`src/rtl/smpq_pkg.sv`:
```
// Shared constants and types for the stable min-priority queue.
package smpq_pkg;

  localparam int unsigned CAPACITY     = 64;
  localparam int unsigned PAYLOAD_BITS = 16;
  localparam int unsigned WEIGHT_BITS  = 32;
  localparam int unsigned CNT_W        = $clog2(CAPACITY + 1);

  typedef enum logic {
    KIND_INSERT = 1'b0,
    KIND_REMOVE = 1'b1
  } kind_e;

  typedef struct packed {
    logic [PAYLOAD_BITS-1:0] payload;
    logic [WEIGHT_BITS-1:0]  weight;
  } entry_t;

  // broadcast to every cell
  typedef struct packed {
    logic   ins;
    logic   rem;
    entry_t entry;
  } cell_op_t;

  typedef struct packed {
    logic [PAYLOAD_BITS-1:0] removed_payload;
    logic                    removed_valid;
    logic                    insert_dropped;
    logic                    is_empty;
    logic                    is_single;
    logic [CNT_W-1:0]        entry_count;
  } result_t;

endpackage

```
`src/rtl/smpq_cell.sv`:
```
// One slot of the sorted shift chain: keeps, loads new, or takes a neighbor.
module smpq_cell (
  input  logic               clk_i,
  input  smpq_pkg::cell_op_t op_i,
  input  logic               occupied_i,
  input  logic               left_gt_i,
  input  smpq_pkg::entry_t   left_i,
  input  smpq_pkg::entry_t   right_i,
  output logic               gt_o,
  output smpq_pkg::entry_t   entry_o
);

  smpq_pkg::entry_t entry_q, entry_d;

  // slot belongs after the new word: empty, or strictly heavier
  assign gt_o = !occupied_i || (entry_q.weight > op_i.entry.weight);

  always_comb begin
    entry_d = entry_q;
    if (op_i.ins) begin
      if (gt_o && !left_gt_i) begin
        entry_d = op_i.entry;
      end else if (gt_o) begin
        entry_d = left_i;
      end
    end else if (op_i.rem) begin
      entry_d = right_i;
    end
  end

  // entry storage (payload and weight), undefined until written
  always_ff @(posedge clk_i) begin
    entry_q <= entry_d;
  end

  assign entry_o = entry_q;

endmodule

```
`config.mk`:
```
export PLATFORM = sky130hd
export DESIGN_NAME = smpq_cell
export DESIGN_NICKNAME = d
export VERILOG_FILES = /design/src/rtl/smpq_pkg.sv /design/src/rtl/smpq_cell.sv
export SDC_FILE = /design/constraint.sdc
export NUM_CORES = 1
export LEC_CHECK = 0
export BUFFER_PORTS_ARGS = -buffer_cell sky130_fd_sc_hd__buf_4
export CORE_UTILIZATION = 35
export DETAILED_ROUTE_END_ITERATION = 10
export HOLD_SLACK_MARGIN = 0.08
export PLACE_DENSITY_LB_ADDON = 0.1
export SLEW_MARGIN = 20
export SYNTH_ARGS = -nofsm -noshare
export SYNTH_HDL_FRONTEND = slang
export SYNTH_SLANG_ARGS = --single-unit
```
`constraint.sdc`:
```
create_clock -name clk_i -period 8.9 [get_ports clk_i]
set_input_delay 0 -clock clk_i [delete_from_list [all_inputs] [get_ports clk_i]]
set_output_delay 0 -clock clk_i [all_outputs]
set_load 0.005 [all_outputs]
```
== Word-level counts from Yosys, hierarchy flattened ==
Cells that the tools add are included.

* Bits in registers: 48
* Input bits: 149
* Output and inout port bits: 49
* Logic and storage cells: 14

* Magnitude comparators: 1
* Equal/unequal tests: 1
* Mux-type cells: 4
* Reductions and logical operators: 6

{| class="wikitable"
|+ Operators by type and width
! operator !! count
|-
| 48-bit two-way mux || 4
|-
| 32-bit greater-than comparator || 1
|-
| 3-bit by 1-bit inequality test with 1-bit output (second input constant) || 1
|-
| 1-bit zero test || 2
|-
| 2-bit AND reduction || 1
|-
| 2-bit nonzero test || 1
|-
| 1-bit logical AND || 1
|-
| 1-bit logical OR || 1
|}

== Longest topological paths before layout ==
* Depth after elaboration: 5
* Depth in mapped cells: 10
* Mapped depth without buffers: 8

== Least setup slack after synthesis ==
OpenSTA, ideal clock, no wires.

* Path type: register to register
* Start: register entry_q, in the netlist entry_o[14]
* End: register entry_q, in the netlist entry_o[0] (enable)
* Arrival: 4256 ps
* Required time: 8417 ps
* Slack: 4161 ps
* Stages on the path, launching flop included: 9
* Buffers on the path: 1
* Cell sequence: edfxtp_1 > ha_1 > nand4_1 > or3_4 > a21oi_2 > o41a_2 > buf_4 > o21ai_0 > a31oi_1

* Word-level cells in the longest chain between the ends: 5

{| class="wikitable"
|+ RTL lines
! what !! line !! RTL
|-
| from (decl) || smpq_cell.sv:13 || <nowiki>smpq_pkg::entry_t entry_q, entry_d;</nowiki>
|-
| from (signal assigned) || smpq_cell.sv:33 || <nowiki>entry_q <= entry_d;</nowiki>
|-
| 32-bit greater-than comparator (*) || smpq_cell.sv:16 || <nowiki>assign gt_o = !occupied_i || (entry_q.weight > op_i.entry.weight);</nowiki>
|-
| 1-bit logical OR (*) || smpq_cell.sv:16 ||
|-
| 1-bit logical AND || smpq_cell.sv:21 || <nowiki>if (gt_o && !left_gt_i) begin</nowiki>
|-
| 3-bit by 1-bit inequality test with 1-bit output (no source line) (*) || -- ||
|-
| 2-bit AND reduction (no source line) (*) || -- ||
|}

Mark *: on every way between the ends. The rest lies on a longest branch, timed or not.
A chain may end at the register's enable or synchronous reset.

==> results by group <==
Placement
  • Routability cong.: 0.756
  • Detailed placement HPWL: 8400 um
  • IO buf count: 197

Power
  • Int Pwr: 495 uW
  • Clk pwr share: 17.9%
  • Register share of total power: 42.4%
  • PD cells: 115 nW/um^2
  • Worst ir drop on vdd: 0.0607 mV
  • Gate power share: 39.7%
  • Static leakage: 0.00286 uW
  • Switching share of power: 30.2%
  • Switching power: 214 uW

Flow run
  • Max cap viols: 0

Timing
  • Hold slack final: 0.0772 ns
  • Max Clock Freq: 215 MHz
  • Slew Limit Fails: 0
  • Final setup violation count: 0
  • Final Cycle Share: 52.2%
  • Tightest Pin Transition: 1.14 ns
  • Final hold violations: 0
  • Min Tclk post-route: 4.64 ns
  • Skew final: 0.00331 ns
  • Max transition margin: 24.2%
  • RSZ-0062 raised after global routing: false
  • Setup_tns: 0 ns

Layout
  • Max FFs per register: 48
  • Area Growth Syn to Fin: 61.8%
  • Multi-input gate area: 1920 sq um
  • Sequential Area: 1440 sq um
  • Filler cell count: 933
  • Nets: 822
  • Share of cells above drive strength 1: 37.1%
  • Most common cell after layout, fill and taps aside: buf_4
  • # diodes: 0
  • Commonest non-fill, non-tap cells in the layout: buf_4 (201), inv_1 (81), dlygate4sd3_1 (72)

Logic synthesis
  • Sequential element share of the synthesized area: 38.0%
  • Warnings from Yosys: 0
  • Main combinational cell family by area after synthesis: compound AO/OA/AOI/OAI gates
  • Post-synthesis mux area share: 0%
  • Post-Syn Nets: 578
  • Yosys reg bits: 48
  • Synth Area in Simple Gates: 8.80%
  • Ys flop type: edfxtp_1
  • Unique masters post-synth: 31
  • Cell Area, Synth: 3800 sq um
  • Async set-reset flop share out of synthesis: 0%
  • Post-Synthesis Cells: 397
  • Synth Area in Compound Gates: 30.2%
  • Mean area per synthesized cell: 9.56 sq um
  • Post-Synth Adder-Cell Area: 10.5%
  • Number of flops mapped to enable cells by yosys: 48
  • Xor and xnor fraction of the mapped netlist area: 0%

Setup path
  • Type of origin of the critical path: register
  • CP Class: register to register
  • CP Capture Type: register
  • Worst Path Arrival: 4.69 ns
  • CP required: 8.95 ns
  • Reg2reg path depth: 8
  • Crit Path Max Fanout: 50

Die
  • IO Pins: 198
  • Core box area: 10400 sq um
  • # rows: 37
  • Die height: 106 um
  • Die Width: 106 um
  • Die Area: 11300 sq um
  • Initial Util: 36.4%

Clock network
  • Setup bufs post-CTS: 0
  • Cts bufs inserted: 5
  • Clk root buf: clkbuf_8
  • Clk slew on worst S/H paths: 0.09 ns
  • TritonCTS Sinks: 48
  • Clock insertion delay at the later pin of the skew report: 0.30 ns
  • Max Root-Sink Buffers: 2
  • CTS tree: built
  • CTS HTree Levels: 2

Global route
  • First-pass GRT wire length: 18800 um
  • Largest net degree at the start of global routing: 90
  • Vias in the first global route: 3944
  • Initial antenna violation count: 0
  • GRT Overall Usage: 21.2%
  • Total gr overflow: 0

Routing
  • Vias/cell: 5.20
  • Pre-antenna DRT Iters: 4
  • Post-DR wirelength/cell: 15.5 um
  • DRT Wirelength: 12100 um
  • Detailed-route via count: 4044
  • Drt drc: 0
  • Antenna Nets Post-Route: 0
  • DR iter-0 viols: 184

Worst hold path
  • Hold Path Class: input pin to register
  • WHS Path Cells: 3

Status
  • Status: complete, no violations
==> per-layer routing <==
| metal | global-route usage, % | vias to the layer above | wire, um |
|---|---|---|---|
| li1 | - | 2008 | - |
| met1 | 24.6 | 1865 | 4850 |
| met2 | 38.3 | 163 | 6070 |
| met3 | 6.25 | 8 | 1040 |
| met4 | 4.46 | 0 | 98 |
| met5 | 0 | - | 0 |
==> power by group through the flow <==
| stage | Sequential (uW) | Combinational [uW] | Clock, uW |
|---|---|---|---|
| CTS | 302 | 282 | 133 |
| global route | 305 | 310 | 138 |
| global placement | 305 | 244 | 0 |
| detailed placement | 306 | 245 | 0 |
| finish | 301 | 281 | 127 |
| floorplan | 309 | 115 | 0 |
==> final cells by class <==
| cell class | count | area share, % |
|---|---|---|
| Sequential cell | 48 | 23.5 |
| Clock inverter | 2 | 0.204 |
| Clock buffer | 5 | 1.12 |
| Multi-Input combinational cell | 232 | 31.2 |
| Inverter | 81 | 4.95 |
| Timing Repair Buffer | 273 | 36.3 |
| Tap cell | 136 | 2.77 |
==> path summary, 6_finish.rpt <==
path               start  slack, ns           to
max          entry_o[30]       4.26   entry_o[6]
max reg2reg  entry_o[30]       4.26   entry_o[6]
min            left_i[4]       0.08   entry_o[4]
min reg2reg   entry_o[2]       1.50  entry_o[10]
==> cells in the mapped netlist (2+ instances only) <==
cell        n  share of area (%)
nor2_1      2               0.20
a31oi_1     2               0.33
a21o_1      3               0.59
nand2_1    56                5.5
o21ai_0     3               0.40
nand4_1     8                1.3
nand3_1     5               0.66
ha_1       32                 11
o2111ai_1  48                 11
a21oi_1    12                1.6
clkbuf_1   25                2.5
o221ai_1   28                6.5
buf_2       7               0.92
edfxtp_1   48                 38
buf_6       3               0.89
o221ai_2   20                7.9
inv_1      81                8.0
==> stage by stage <==
step                instance area [sq um]  power [uW]  setup slack (ns)  cells  utilization, %
finish                               6140         709              4.26    777            59.0
global route                         6140         753              4.02    777            59.0
CTS                                  6130         716              4.29    776            58.9
detailed placement                   5340         552              4.38    698            51.3
global placement                     5340         549              4.47    698            51.3
floorplan                            3800         424              4.16    397               -
==> logic make-up (layout without fill, tap and decap cells) <==
group	after synthesis	in the layout
compound gates	124	124
simple gates	76	76
buf+inv	117	361
fa+ha+maj	32	32
flops	48	48
==> timing repair <==
action,CTS,global route
gates resized for setup,0,0
hold buffers,71,1
hold endpoints to repair,36,1
==> critical path, stage by stage (launching register included) <==
cell,delay [ns]
edfxtp_1,0.42
ha_1,0.35
nand4_1,0.22
nor4_2,0.54
o41a_2,0.96
o21a_2,0.56
buf_4,0.50
o221ai_1,0.21
dlygate4sd3_1,0.61
Power figures use the tool's default switching activity.
