File: src/rtl/smpq_pkg.sv
// Shared constants and types for the stable min-priority queue.
package smpq_pkg;

  localparam int unsigned CAPACITY     = 64;
  localparam int unsigned PAYLOAD_BITS = 16;
  localparam int unsigned WEIGHT_BITS  = 32;
  localparam int unsigned CNT_W        = $clog2(CAPACITY + 1);

  typedef enum logic {
    KIND_INSERT = 1'b0,
    KIND_REMOVE = 1'b1
  } kind_e;

  typedef struct packed {
    logic [PAYLOAD_BITS-1:0] payload;
    logic [WEIGHT_BITS-1:0]  weight;
  } entry_t;

  // broadcast to every cell
  typedef struct packed {
    logic   ins;
    logic   rem;
    entry_t entry;
  } cell_op_t;

  typedef struct packed {
    logic [PAYLOAD_BITS-1:0] removed_payload;
    logic                    removed_valid;
    logic                    insert_dropped;
    logic                    is_empty;
    logic                    is_single;
    logic [CNT_W-1:0]        entry_count;
  } result_t;

endpackage

File: src/rtl/smpq_out_if.sv
// Output channel: one result word per request.
interface smpq_out_if;
  logic                                valid;
  logic                                ready;
  logic [smpq_pkg::PAYLOAD_BITS-1:0]   removed_payload;
  logic                                removed_valid;
  logic                                insert_dropped;
  logic                                is_empty;
  logic                                is_single;
  logic [smpq_pkg::CNT_W-1:0]          entry_count;

  modport source (output valid, output removed_payload, output removed_valid,
                  output insert_dropped, output is_empty, output is_single,
                  output entry_count, input ready);
  modport sink   (input valid, input removed_payload, input removed_valid,
                  input insert_dropped, input is_empty, input is_single,
                  input entry_count, output ready);
endinterface

File: src/rtl/smpq_res_buf.sv
// Two-entry result buffer between the queue core and the output channel.
module smpq_res_buf (
  input  logic              clk_i,
  input  logic              rst_ni,
  input  logic              push_i,
  input  smpq_pkg::result_t data_i,
  output logic              ready_o,
  smpq_out_if.source        out_o
);

  smpq_pkg::result_t head_q, head_d, tail_q, tail_d;
  logic [1:0]        cnt_q, cnt_d;
  logic              pop;

  assign pop     = out_o.valid && out_o.ready;
  assign ready_o = (cnt_q != 2'd2);

  always_comb begin
    head_d = head_q;
    tail_d = tail_q;
    cnt_d  = cnt_q;
    case ({push_i, pop})
      2'b10: begin
        if (cnt_q == 2'd0) begin
          head_d = data_i;
        end else begin
          tail_d = data_i;
        end
        cnt_d = cnt_q + 2'd1;
      end
      2'b01: begin
        head_d = tail_q;
        cnt_d  = cnt_q - 2'd1;
      end
      2'b11: begin
        if (cnt_q == 2'd1) begin
          head_d = data_i;
        end else begin
          head_d = tail_q;
          tail_d = data_i;
        end
      end
      default: begin
      end
    endcase
  end

  always_ff @(posedge clk_i or negedge rst_ni) begin
    if (!rst_ni) begin
      cnt_q <= 2'd0;
    end else begin
      cnt_q <= cnt_d;
    end
  end

  always_ff @(posedge clk_i) begin
    head_q <= head_d;
    tail_q <= tail_d;
  end

  assign out_o.valid           = (cnt_q != 2'd0);
  assign out_o.removed_payload = head_q.removed_payload;
  assign out_o.removed_valid   = head_q.removed_valid;
  assign out_o.insert_dropped  = head_q.insert_dropped;
  assign out_o.is_empty        = head_q.is_empty;
  assign out_o.is_single       = head_q.is_single;
  assign out_o.entry_count     = head_q.entry_count;

endmodule

File: src/flat_wrapper.sv
// flat-port wrapper written by rule: the top's interface ports become plain ports
module smpq_res_buf_flat 
  (clk_i, rst_ni, push_i, data_i, ready_o, out_o_valid, out_o_removed_payload, out_o_removed_valid, out_o_insert_dropped, out_o_is_empty, out_o_is_single, out_o_entry_count, out_o_ready);
  smpq_out_if out_o_i ();
  input  logic clk_i;
  input  logic rst_ni;
  input  logic push_i;
  input  smpq_pkg::result_t data_i;
  output logic ready_o;
  output wire logic [$bits(out_o_i.valid)-1:0] out_o_valid;
  output wire logic [$bits(out_o_i.removed_payload)-1:0] out_o_removed_payload;
  output wire logic [$bits(out_o_i.removed_valid)-1:0] out_o_removed_valid;
  output wire logic [$bits(out_o_i.insert_dropped)-1:0] out_o_insert_dropped;
  output wire logic [$bits(out_o_i.is_empty)-1:0] out_o_is_empty;
  output wire logic [$bits(out_o_i.is_single)-1:0] out_o_is_single;
  output wire logic [$bits(out_o_i.entry_count)-1:0] out_o_entry_count;
  input wire logic [$bits(out_o_i.ready)-1:0] out_o_ready;
  assign out_o_valid = out_o_i.valid;
  assign out_o_removed_payload = out_o_i.removed_payload;
  assign out_o_removed_valid = out_o_i.removed_valid;
  assign out_o_insert_dropped = out_o_i.insert_dropped;
  assign out_o_is_empty = out_o_i.is_empty;
  assign out_o_is_single = out_o_i.is_single;
  assign out_o_entry_count = out_o_i.entry_count;
  assign out_o_i.ready = out_o_ready;
  smpq_res_buf u_core (.clk_i(clk_i), .rst_ni(rst_ni), .push_i(push_i), .data_i(data_i), .ready_o(ready_o), .out_o(out_o_i));
endmodule
File: config.mk
export PLATFORM = sky130hd
export DESIGN_NAME = smpq_res_buf_flat
export DESIGN_NICKNAME = d
export VERILOG_FILES = /design/src/rtl/smpq_pkg.sv /design/src/rtl/smpq_out_if.sv /design/src/rtl/smpq_res_buf.sv /design/src/flat_wrapper.sv
export SDC_FILE = /design/constraint.sdc
export NUM_CORES = 1
export LEC_CHECK = 0
export BUFFER_PORTS_ARGS = -buffer_cell sky130_fd_sc_hd__buf_2
export CORE_MARGIN = 8
export CORE_UTILIZATION = 44
export CTS_CLUSTER_DIAMETER = 120
export DETAILED_ROUTE_END_ITERATION = 8
export PLACE_DENSITY = 0.78
export SLEW_MARGIN = 20
export SYNTH_ARGS = -nofsm -noshare
export SYNTH_HDL_FRONTEND = slang
export SYNTH_SLANG_ARGS = --single-unit
File: constraint.sdc
create_clock -name clk_i -period 4.38 [get_ports clk_i]
set_clock_uncertainty 0.05 [all_clocks]
set_input_delay 0.438 -clock clk_i [delete_from_list [all_inputs] [get_ports clk_i]]
set_output_delay 0.438 -clock clk_i [all_outputs]
set_load 0.01 [all_outputs]
; After elaboration in Yosys (flattened, before gate mapping)
; Cells that the tools add are included.
[classes]
n_addsub = 2
n_eq_ne = 8
n_reduce_logical = 8
muxes = 7
[ops]
columns = cell, n
row1 = $mux 27, 4
row2 = $pmux 27 s3, 1
row3 = $pmux 27 s2, 1
row4 = $ne 2x2->1 const B, 3
row5 = $reduce_bool 2->1, 3
row6 = $eq 2x1->1 const B, 2
row7 = $eq 2x2->1 const B, 2
row8 = $pmux 2 s2, 1
row9 = $reduce_and 3->1, 1
row10 = $reduce_bool 3->1, 1
row11 = $add 2x1->2 const B, 1
row12 = $logic_not 2->1, 1
row13 = $ne 2x1->1 const B, 1
row14 = $reduce_and 2->1, 1
row15 = $sub 2x1->2 const B, 1
row16 = $logic_and 1x1->1, 1
[totals]
word_cells = 38
ff_bits = 56

; Depth between registers and ports, before layout
; Gate-level depths: netlist of run 1.
[depth]
depth_word = 5
mapped_depth = 8

; Worst setup path after synthesis of run 1
; Ideal clock, no wire load.
[synth_path]
path_kind = flip-flop to flip-flop
start = register u_core.cnt_q[0]
end = register u_core.head_q (netlist bit u_core.out_o.entry_count[0]), enable pin
arrival_ns = 2.685
slack_ns = 1.197
path_buffers = 0
required_time_ns = 3.881
stages_incl_launch_ff = 5
path_cell_list = dfrtp_1 inv_1 ha_1 inv_1 o21ai_0
[synth_between]
elab_chain_len = 5
elab_cells_between_ends = 9
classes_between = eq/ne (4) / reduce/logical (5)
[synth_lines]
columns = element, line
row1 = "start, declared", smpq_res_buf.sv:12  ; logic [1:0] cnt_q, cnt_d;
row2 = "start signal, assigned", smpq_res_buf.sv:52  ; cnt_q <= cnt_d;
row3 = $reduce_bool 2->1 (*), smpq_res_buf.sv:61  ; assign out_o.valid = (cnt_q != 2'd0);
row4 = net out_o_valid, flat_wrapper.sv:10  ; output wire logic [$bits(out_o_i.valid)-1:0] out_o_valid;
row5 = $logic_and 1x1->1 (*), smpq_res_buf.sv:15  ; assign pop = out_o.valid && out_o.ready;
row6 = $eq 2x2->1 or $eq 2x1->1 (tied branches), smpq_res_buf.sv:22  ; case ({push_i, pop})
row7 = $ne 2x1->1 (no line) or $reduce_bool 3->1 (tied branches), -
row8 = $reduce_and 2->1 (no line) (*), -
row9 = "end signal, assigned", smpq_res_buf.sv:57  ; head_q <= head_d;
row10 = "end, declared", smpq_res_buf.sv:11  ; smpq_pkg::result_t head_q, head_d, tail_q, tail_d;
; Mark *: on every way through the listed nets, which the timed path passes. The rest lies on a longest branch.
; A chain may end at the register's enable or synchronous reset.

; Worst setup path in the final report of run 1
[layout_path]
start = register u_core.cnt_q[0]
end = register u_core.tail_q[21] in the netlist's numbering, enable pin
[layout_between]
elab_chain_len = 5
elab_cells_between_ends = 10
classes_between = eq/ne (5) / reduce/logical (5)
[layout_lines]
columns = element, line
row1 = $reduce_bool 2->1, smpq_res_buf.sv:61
row2 = $logic_and 1x1->1, smpq_res_buf.sv:15
row3 = $eq 2x2->1, smpq_res_buf.sv:22
row4 = $ne 2x2->1 (no line) or $reduce_bool 2->1 (tied branches), -
row5 = $reduce_and 3->1 (no line) (*), -
row6 = "end signal, assigned", smpq_res_buf.sv:58  ; tail_q <= tail_d;
row7 = "end, declared", smpq_res_buf.sv:11
; Every way passes the cells marked *; elsewhere a longest branch is shown, timed or not.

==> impl_metrics.csv, run 1 <==
group,metric,value,unit
critical_path,cp.arrival,2.69,ns
yosys,synth-simple-area-share,0.00801,
sta,slew_headroom,0.536,
placed_design,portBuffers,59,
power,leakagePower,1.06,nW
cells_and_area,fillers,400,
yosys,synthAdderAreaFrac,0.0400,
floorplan,core-area,4750,um^2
worst_hold_path,min_delay_path_depth,1,
placed_design,dpl_worst_slack,1.69,ns
clocking,cts.sinks,56,
critical_path,critPathRequiredTime,4.33,ns
global_routing,grt_antenna_before_repair,0,
cells_and_area,ff_latch_area,1670,um^2
critical_path,crit_path_end_kind,"flop",
drt,vias,1201,
clocking,cts_tree,"built",
placed_design,dpl_cell_area,2540,um^2
floorplan,design.die.area,7480,um^2
yosys,yosysUniqueCellTypes,17,
yosys,synth_xor_xnor_area_share,0.00400,
drt,ant_nets,0,
sta,fin_ws,1.64,ns
power,pwr-share-seq,0.526,
yosys,synth_compound_area_frac,0.149,
yosys,syn_area,2190,um^2
cells_and_area,final_cells,249,
global_routing,globalRouteOverflowTotal,0,
drt,drtIter0Drc,64,
clocking,clockBufferDepth,2,
power,vdd_ir_drop_max,0.293,mV
cells_and_area,drive_gt1_frac,0.500,
sta,timing.setup.tns,0,ns
global_routing,grt_use_total,0.109,
drt,drc_errors,0,
power,intPower,0.00115,W
yosys,synth_nets,154,
global_routing,grt_pass1_wl,6.15,mm
cells_and_area,nets,219,
yosys,synth_top_family_by_area,"compound AO/OA/AOI/OAI gates",
floorplan,floorplan.die.width,86.5,um
yosys,avgSynthCellArea,18.9,um^2
critical_path,cp-start-kind,"flop",
placed_design,gp_congestion,0.788,
sta,setup_viol,0,
cells_and_area,fin_area,2650,um^2
placed_design,dpl.hpwl,2.98,mm
clocking,clkLatencyLatePin,0.30,ns
clocking,h-tree-depth,2,
power,net-switching-power,0.000519,W
power,clkPwrFrac,0.163,
critical_path,reg2reg_depth,7,
drt,first_pass_iters,4,
clocking,cts_made_buffers,5,
clocking,cts-root-buf,"clkbuf_8",
power,switching_share,0.311,
yosys,yosysWarnings,0,
sta,hold_viol_final,0,
drt,wl_per_cell,16.2,um
critical_path,crit_fanout,17,
yosys,synth_mux_area_frac,0,
clocking,clkSlewWorstSetupHoldPaths,0.10,ns
sta,rsz0062_at_grt,"no",
cells_and_area,n_antenna_cell,0,
yosys,ys_ff_latch,56,
floorplan,die_h,86.5,um
cells_and_area,area.growth.synth_to_final,21.1,%
floorplan,rows,25,
clocking,cts_hold_buf,1,
clocking,post_cts_buffers,0,
run_status,outcome,"complete, no violations",
power,power_frac_comb,0.311,
floorplan,ioPinCount,60,
sta,fin_crit,2.74,ns
yosys,seq_area_frac_synth,0.764,
sta,finalMaxSlewViolations,0,
sta,period_share,0.626,
floorplan,initial_core_util,0.460,
yosys,postSynthCellCount,116,
drt,wl,4.04,mm
drt,drt-vias-per-instance,4.82,
sta,tightest_slew,0.693,ns
worst_hold_path,hold_path.class,"in2reg",
power,powerDensity,630,nW/um^2
sta,fmax,365,MHz
global_routing,grt_pass1_vias,1268,
flow_run,maxCapViolations,0,
cells_and_area,multi_input_comb_area,455,um^2
critical_path,crit_type,"reg2reg",
global_routing,grt_start_max_net_pins,28,
placed_design,dpl.cell_count,240,
clocking,ctsResizeCount,0,
-- worst max-delay path, stage by stage (launching register included) --
cell and delay (ns):
dfrtp_1 0.40, inv_1 0.08, ha_1 0.23, nor2b_1 0.26
ha_1 0.41, o21ai_0 0.15, a21oi_2 0.50, buf_4 0.36
-- cells in the mapped netlist --
cell      count  area share
o21ai_4       1      0.0074
a211oi_1      1      0.0034
buf_6         4       0.021
inv_2         1      0.0017
a21o_1        1      0.0034
a22o_2       17       0.078
o21ai_0       3      0.0069
ha_1          7       0.040
dfrtp_1       2       0.023
a22o_1       10       0.040
nand2_1       3      0.0051
xnor2_1       1      0.0040
o21ai_2       2      0.0080
inv_1         7       0.012
a21oi_1       1      0.0023
nor2b_1       1      0.0029
edfxtp_1     54        0.74
-- sequential cells by signal (all words and copies together), names as in the netlist --
register,cells
u_core.cnt_q,2
u_core.out_o.entry_count,7
u_core.out_o.insert_dropped,1
u_core.out_o.is_empty,1
u_core.out_o.is_single,1
u_core.out_o.removed_payload,16
u_core.out_o.removed_valid,1
u_core.tail_q,27
-- cells by family after synthesis --
group,Yosys count
AO/OA/AOI/OAI,36
XOR/XNOR,1
adder cells (fa/ha/maj),7
buffers and inverters,12
flip-flops,56
AND/OR/NAND/NOR,4
-- worst paths after layout --
kind | start | to | slack (ns)
min reg2reg | u_core.tail_q[1]$_DFFE_PP_ | u_core.out_o.entry_count[1]$_DFFE_PP_ | 0.49
min in group asynchronous | rst_ni | u_core.cnt_q[1]$_DFFE_PN0P_ | 0.39
max | u_core.cnt_q[0]$_DFFE_PN0P_ | u_core.tail_q[21]$_DFFE_PP_ | 1.64
max reg2reg | u_core.cnt_q[0]$_DFFE_PN0P_ | u_core.tail_q[21]$_DFFE_PP_ | 1.64
min | data_i[15] | u_core.tail_q[15]$_DFFE_PP_ | 0.27
max in group asynchronous | rst_ni | u_core.cnt_q[0]$_DFFE_PN0P_ | 3.79
-- stage by stage --
stage | total power, W | util | hold slack [ns]
2_1_floorplan | 0.00124 | - | 0.0924
3_3_place_gp | 0.00139 | 0.535 | 0.177
3_5_place_dp | 0.00142 | 0.535 | 0.182
4_1_cts | 0.00168 | 0.555 | 0.263
5_1_grt | 0.00177 | 0.557 | 0.254
6_report | 0.00167 | 0.557 | 0.268
-- placed cells by master (no fill, tap or decap), drive strengths merged --
cell / count
inv: 9
buf: 61
clkinv: 2
ha: 7
dlygate4sd3: 1
nor2b: 1
a21oi: 1
a21o: 1
o21ai: 6
clkbuf: 5
a211oi: 1
nand2: 3
xnor2: 1
dfrtp: 2
edfxtp: 54
a22o: 27
-- routing by layer --
layer,share of wire,vias to the layer above,GRT usage
li1,-,587,-
met1,0.42,567,0.116
met2,0.48,40,0.183
met3,0.079,7,0.0473
met4,0.018,0,0.0469
met5,0,-,0
-- power by group through the flow --
stage | Combinational [W] | Clock, W | Sequential [W]
global route | 0.000568 | 0.000301 | 0.000896
detailed placement | 0.000524 | 0 | 0.000894
finish | 0.000518 | 0.000272 | 0.000878
global placement | 0.000511 | 0 | 0.000883
CTS | 0.000525 | 0.000278 | 0.000881
floorplan | 0.000280 | 0 | 0.000956
-- cell type report --
type / instances / area share
Clock buffer: 5 / 0.0260
Clock inverter: 3 / 0.00662
Inverter: 8 / 0.0113
Multi-Input combinational cell: 48 / 0.172
Sequential cell: 56 / 0.631
Tap cell: 67 / 0.0317
Timing Repair Buffer: 62 / 0.121
(Power assumes the default switching activity.)
==> run 2: changes to the inputs <==
--- a/config.mk
+++ b/config.mk
@@ -5,12 +5,13 @@
 export SDC_FILE = /design/constraint.sdc
 export NUM_CORES = 1
 export LEC_CHECK = 0
+export ABC_AREA = 1
 export BUFFER_PORTS_ARGS = -buffer_cell sky130_fd_sc_hd__buf_2
 export CORE_MARGIN = 8
 export CORE_UTILIZATION = 44
 export CTS_CLUSTER_DIAMETER = 120
 export DETAILED_ROUTE_END_ITERATION = 8
-export PLACE_DENSITY = 0.78
+export PLACE_DENSITY = 0.79
 export SLEW_MARGIN = 20
 export SYNTH_ARGS = -nofsm -noshare
 export SYNTH_HDL_FRONTEND = slang
==> constraint.sdc (replaced) <==
create_clock -name clk_i -period 2.3 [get_ports clk_i]
set_clock_uncertainty 0.05 [all_clocks]
set_input_delay 0.23 -clock clk_i [delete_from_list [all_inputs] [get_ports clk_i]]
set_output_delay 0.23 -clock clk_i [all_outputs]
set_load 0.01 [all_outputs]
==> impl_metrics.csv, run 2 <==
group,metric,value,unit
sta,slew_headroom,0.375,
drt,highest_layer,"met4",
power,vdd_ir_drop_max,0.797,mV
critical_path,crit_path_end_kind,"flop",
global_routing,grt_pass1_wl,8.07,mm
cells_and_area,top_register,"u_core.tail_q",
yosys,postSynthCellCount,234,
worst_hold_path,hold_path.class,"in2reg",
yosys,yosysMostFrequentCell,"nand2_1",
yosys,synth_top_area_cell,"edfxtp_1",
floorplan,initial_core_util,0.450,
sta,fin_crit,2.16,ns
yosys,synth-edff-count,54,
sta,rsz0062_at_grt,"no",
drt,drc_errors,0,
yosys,syn_area,2450,um^2
sta,finalMaxSlewViolations,0,
global_routing,grt_start_max_net_pins,28,
yosys,synth_nets,272,
placed_design,dpl_worst_slack,-0.162,ns
floorplan,die_h,90.6,um
sta,hold_viol_final,0,
power,leakagePower,1.46,nW
floorplan,rows,27,
drt,ant_nets,0,
clocking,h-tree-depth,2,
global_routing,grt_use_total,0.122,
yosys,seq_area_frac_synth,0.683,
global_routing,grt_antenna_before_repair,0,
clocking,cts.sinks,56,
critical_path,crit_fanout,8,
critical_path,critPathRequiredTime,2.27,ns
cells_and_area,final_common_cell,"nand2_1",
critical_path,cp-start-kind,"flop",
cells_and_area,n_antenna_cell,0,
clocking,cts-root-buf,"clkbuf_8",
critical_path,cp.arrival,2.13,ns
sta,period_share,0.938,
cells_and_area,final_cell_mix,"nand2_1 (89), buf_2 (59), edfxtp_1 (54), inv_1 (38), nor2_1 (29)",
placed_design,gp_congestion,0.706,
clocking,clockBufferDepth,2,
sta,fmax,464,MHz
global_routing,globalRouteOverflowTotal,0,
sta,tightest_slew,0.933,ns
drt,first_pass_iters,5,
cells_and_area,final_cells,377,
cells_and_area,fillers,489,
placed_design,dpl.cell_count,367,
drt,m1WireLength,2.13,mm
flow_run,maxCapViolations,0,
floorplan,core-area,5440,um^2
floorplan,ioPinCount,60,
yosys,synth_flop_cell,"edfxtp_1",
clocking,cts_made_buffers,5,
yosys,synth_top_area_share,0.662,
cells_and_area,nets,342,
floorplan,floorplan.die.width,90.6,um
cells_and_area,largest_reg_flops,27,
cells_and_area,drive_gt1_frac,0.269,
placed_design,dpl.hpwl,3.30,mm
drt,drt-vias-per-instance,4.41,
clocking,clkSlewWorstSetupHoldPaths,0.10,ns
placed_design,portBuffers,59,
drt,met3_length,265,um
drt,wl_per_cell,13.5,um
floorplan,design.die.area,8210,um^2
cells_and_area,area.growth.synth_to_final,22.8,%
yosys,synth_commonest_cells,"nand2_1 (90), edfxtp_1 (54), inv_1 (38)",
yosys,ys_ff_latch,56,
power,power,0.00338,W
sta,hold_ws,0.0529,ns
yosys,avgSynthCellArea,10.5,um^2
sta,fin_ws,0.143,ns
drt,dr_wl_met2,2.62,mm
drt,wl,5.08,mm
clocking,cts_tree,"built",
critical_path,crit_type,"reg2reg",
drt,drtIter0Drc,130,
clocking,clkLatencyLatePin,0.31,ns
yosys,synth_area_leaders,"edfxtp_1 (66%), nand2_1 (14%), inv_1 (5.8%)",
yosys,yosysUniqueCellTypes,14,
run_status,outcome,"complete, no violations",
yosys,yosysWarnings,0,
global_routing,grt_pass1_vias,1733,
yosys,async_flop_share,0.0357,
drt,vias,1664,
power,powerDensity,1130,nW/um^2
sta,setup_viol,0,
run 2: cell families after synthesis:
| group | Yosys count | share of synthesized area |
|---|---|---|
| buf+inv | 44 | 0.0807 |
| flops | 56 | 0.683 |
| fa+ha+maj | 7 | 0.0358 |
| compound gates | 4 | 0.00971 |
| simple gates | 123 | 0.191 |
run 2: repair_timing:
action,in CTS,in global routing
cloned,0,1
gates resized for setup,1,3
pin swaps,0,1
hold buffers,1,0
endpoints found under the hold margin,2,0
buffers inserted,0,0
setup endpoints to repair,27,29
run 2: metal layers:
metal  track usage  up-vias
li1              -      863
met1         0.128      754
met2         0.220       40
met3        0.0374        7
met4        0.0527        0
met5             0        -
run 2: cell type report:
type	instances	area, um^2	share of cell area
inverters	38	143	0.0474
flip-flops and latches	56	1670	0.556
repair buffers	68	390	0.130
well taps	72	90.1	0.0300
multi-input cells	135	624	0.208
clock inverters	2	16.3	0.00541
clock buffers	6	72.6	0.0241
run 2: per-stage QoR:
| step | utilization | area [um^2] | setup TNS [ns] |
|---|---|---|---|
| finish | 0.553 | 3010 | 0 |
| global route | 0.553 | 3010 | 0 |
| CTS | 0.550 | 2990 | 0 |
| detailed placement | 0.530 | 2880 | -2.07 |
| global placement | 0.530 | 2880 | 0 |
| floorplan | - | 2460 | -3.59 |
run 2: critical path, stage by stage (launching register included):
cell and delay (ns):
dfrtp_1 0.41, inv_1 0.10, ha_1 0.18, inv_1 0.06
nand2_1 0.07, inv_1 0.07, ha_2 0.22, buf_4 0.16
nand2_2 0.13, nand2_1 0.11, nor2_4 0.12, buf_4 0.19
run 2: where the power goes:
group          leakage, nW  internal [W]  switching, W
Sequential           0.551       0.00156     0.0000827
Combinational        0.865      0.000423      0.000772
Clock               0.0414      0.000218      0.000324
Total                 1.46       0.00220       0.00118
run 2: final timing paths:
check / slack [ns] / endpoint / from / cells past startpoint
max: 0.14 / u_core.tail_q[4]$_DFFE_PP_ / u_core.cnt_q[0]$_DFFE_PN0P_ / 11
max in group asynchronous: 1.93 / u_core.cnt_q[1]$_DFFE_PN0P_ / rst_ni / 2
min in group asynchronous: 0.18 / u_core.cnt_q[0]$_DFFE_PN0P_ / rst_ni / 2
min: 0.05 / u_core.tail_q[11]$_DFFE_PP_ / data_i[11] / 1
min reg2reg: 0.47 / u_core.cnt_q[1]$_DFFE_PN0P_ / u_core.cnt_q[1]$_DFFE_PN0P_ / 2
max reg2reg: 0.14 / u_core.tail_q[4]$_DFFE_PP_ / u_core.cnt_q[0]$_DFFE_PN0P_ / 11
==> run 3: changes to the inputs <==
--- a/config.mk
+++ b/config.mk
@@ -6,12 +6,12 @@
 export NUM_CORES = 1
 export LEC_CHECK = 0
 export ABC_AREA = 1
-export BUFFER_PORTS_ARGS = -buffer_cell sky130_fd_sc_hd__buf_2
 export CORE_MARGIN = 8
 export CORE_UTILIZATION = 44
 export CTS_CLUSTER_DIAMETER = 120
 export DETAILED_ROUTE_END_ITERATION = 8
-export PLACE_DENSITY = 0.79
+export DONT_BUFFER_PORTS = 1
+export PLACE_DENSITY = 0.7
 export SLEW_MARGIN = 20
 export SYNTH_ARGS = -nofsm -noshare
 export SYNTH_HDL_FRONTEND = slang
==> impl_metrics.csv, run 3 (synthesis gave the netlist of run 2 again) <==
group,metric,value,unit
floorplan,initial_core_util,0.450,
cells_and_area,n_antenna_cell,0,
clocking,cts-root-buf,"clkbuf_8",
global_routing,grt_antenna_before_repair,0,
drt,drc_errors,0,
cells_and_area,largest_reg_flops,27,
cells_and_area,fillers,441,
cells_and_area,fin_area,3090,um^2
global_routing,grt_use_total,0.133,
power,clkPwrFrac,0.179,
cells_and_area,final_common_cell,"nand2_1",
floorplan,die_h,90.6,um
sta,hold_ws,0.0557,ns
power,powerDensity,1130,nW/um^2
flow_run,maxCapViolations,0,
critical_path,crit_fanout,7,
clocking,cts_tree,"built",
floorplan,core-area,5440,um^2
critical_path,reg2reg_depth,12,
global_routing,grt_pass1_wl,8.67,mm
clocking,cts.sinks,56,
worst_hold_path,hold_start,"data_i[9]",
power,switching_share,0.334,
drt,drtIter0Drc,104,
drt,ant_nets,0,
power,leakagePower,1.40,nW
placed_design,gp_congestion,0.652,
run_status,outcome,"complete, no violations",
sta,hold_viol_final,0,
cells_and_area,top_register,"u_core.tail_q",
sta,timing.setup.tns,0,ns
critical_path,crit_type,"reg2reg",
sta,rsz0062_at_grt,"yes",
floorplan,floorplan.die.width,90.6,um
drt,vias,1597,
sta,period_share,0.939,
power,intPower,0.00231,W
drt,first_pass_iters,4,
placed_design,dpl.hpwl,3.34,mm
critical_path,worstReg2RegEnd,"u_core.tail_q[1]$_DFFE_PP_",
drt,wl,5.43,mm
clocking,clockBufferDepth,2,
cells_and_area,drive_gt1_frac,0.118,
floorplan,ioPinCount,60,
critical_path,cp-start-kind,"flop",
critical_path,r2r_setup_slack,0.14,ns
sta,fmax,463,MHz
floorplan,rows,27,
drt,wl_per_cell,15.4,um
power,vdd_ir_drop_max,0.792,mV
worst_hold_path,min_delay_path_depth,2,
placed_design,dpl_cell_area,2580,um^2
critical_path,critPathSlowestCell,"dfrtp_1",
cells_and_area,area.growth.synth_to_final,26.0,%
sta,finalMaxSlewViolations,0,
sta,slew_headroom,0.515,
global_routing,globalRouteOverflowTotal,0,
critical_path,critPathRequiredTime,2.28,ns
clocking,cts_made_buffers,5,
sta,tightest_slew,0.725,ns
clocking,h-tree-depth,2,
critical_path,cp_cell_sequence,"inv_1, ha_1, inv_1, nand2_1, inv_1, ha_2, buf_4, nand2_2, nand2_2, nor2_4, buf_12, clkbuf_16",
sta,fin_crit,2.16,ns
critical_path,r2r_start,"u_core.cnt_q[0]$_DFFE_PN0P_",
critical_path,crit_top_cell,"inv_1",
floorplan,design.die.area,8210,um^2
placed_design,portBuffers,0,
sta,setup_viol,0,
clocking,clkLatencyLatePin,0.30,ns
worst_hold_path,hold_path.class,"in2reg",
cells_and_area,final_cell_mix,"nand2_1 (88), edfxtp_1 (54), inv_1 (38), nor2_1 (29), dlygate4sd3_1 (28)",
global_routing,grt_pass1_vias,1683,
critical_path,cp.arrival,2.14,ns
cells_and_area,final_util,0.567,
clocking,clkSlewWorstSetupHoldPaths,0.09,ns
critical_path,crit_path_end_kind,"flop",
critical_path,cp_slowest_stage_delay,0.41,ns
global_routing,grt_start_max_net_pins,28,
power,net-switching-power,0.00116,W
cells_and_area,nets,319,
drt,drt-vias-per-instance,4.54,
power,power_frac_comb,0.304,
worst_hold_path,whs_endpoint,"u_core.out_o.insert_dropped$_DFFE_PP_",
power,pwr-share-seq,0.517,
## run 3: power by group through the flow
stage	combinational (W)	sequential, W	clock (W)
2_1_floorplan	0.000602	0.00178	0
3_3_place_gp	0.000829	0.00182	0
3_5_place_dp	0.000852	0.00183	0
4_1_cts	0.000901	0.00180	0.000638
5_1_grt	0.00119	0.00183	0.000674
6_report	0.00106	0.00179	0.000622
## run 3: how the worst max path moves through the flow
stage / start / end / depth (start not counted) / slack [ns]
floorplan: u_core.cnt_q[0]$_DFFE_PN0P_ / u_core.out_o.entry_count[0]$_DFFE_PP_ / 4 / -0.13
global placement: u_core.cnt_q[0]$_DFFE_PN0P_ / u_core.out_o.removed_payload[2]$_DFFE_PP_ / 9 / -0.02
detailed placement: u_core.cnt_q[0]$_DFFE_PN0P_ / u_core.out_o.removed_payload[10]$_DFFE_PP_ / 9 / -0.15
CTS: u_core.cnt_q[0]$_DFFE_PN0P_ / u_core.tail_q[4]$_DFFE_PP_ / 11 / 0.02
global route: u_core.cnt_q[0]$_DFFE_PN0P_ / u_core.out_o.entry_count[1]$_DFFE_PP_ / 9 / -0.03
finish: u_core.cnt_q[0]$_DFFE_PN0P_ / u_core.tail_q[1]$_DFFE_PP_ / 12 / 0.14
## run 3: area by class of cell
cell class / instances / area (um^2) / share of cell area
well taps: 72 / 90.1 / 0.0292
multi-input cells: 134 / 621 / 0.201
flip-flops and latches: 56 / 1670 / 0.542
clock buffers: 5 / 68.8 / 0.0223
inverters: 38 / 143 / 0.0462
clock inverters: 1 / 30.0 / 0.00973
repair buffers: 46 / 462 / 0.150
## run 3: what timing repair did
action / 4_1_cts / 5_1_grt
hold buffers: 28 / 0
resized for setup: 1 / 5
hold endpoints to repair: 29 / 0
gates cloned: 0 / 2
buffers inserted: 0 / 7
endpoints found under the setup margin: 27 / 49
pin swaps: 0 / 3
## run 3: through the flow
stage / setup slack [ns] / cells / power (W)
2_1_floorplan: -0.133 / 234 / 0.00238
3_3_place_gp: -0.0156 / 309 / 0.00264
3_5_place_dp: -0.151 / 309 / 0.00268
4_1_cts: 0.0218 / 343 / 0.00334
5_1_grt: -0.0346 / 352 / 0.00370
6_report: 0.141 / 352 / 0.00347
## run 3: per-layer routing
metal / wire [um] / global-route usage / vias up
met1: 2300 / 0.150 / 737
met4: 65 / 0.0499 / 0
met2: 2730 / 0.224 / 41
li1: - / - / 814
met3: 334 / 0.0499 / 5
met5: 0 / 0 / -
## run 3: worst max-delay path, delay by kind of cell (launching register included)
| family | cells | cell delay (ns) |
|---|---|---|
| AND/OR/NAND/NOR | 4 | 0.36 |
| flip-flops | 1 | 0.41 |
| adder cells (fa/ha/maj) | 2 | 0.39 |
| buffers and inverters | 6 | 0.68 |
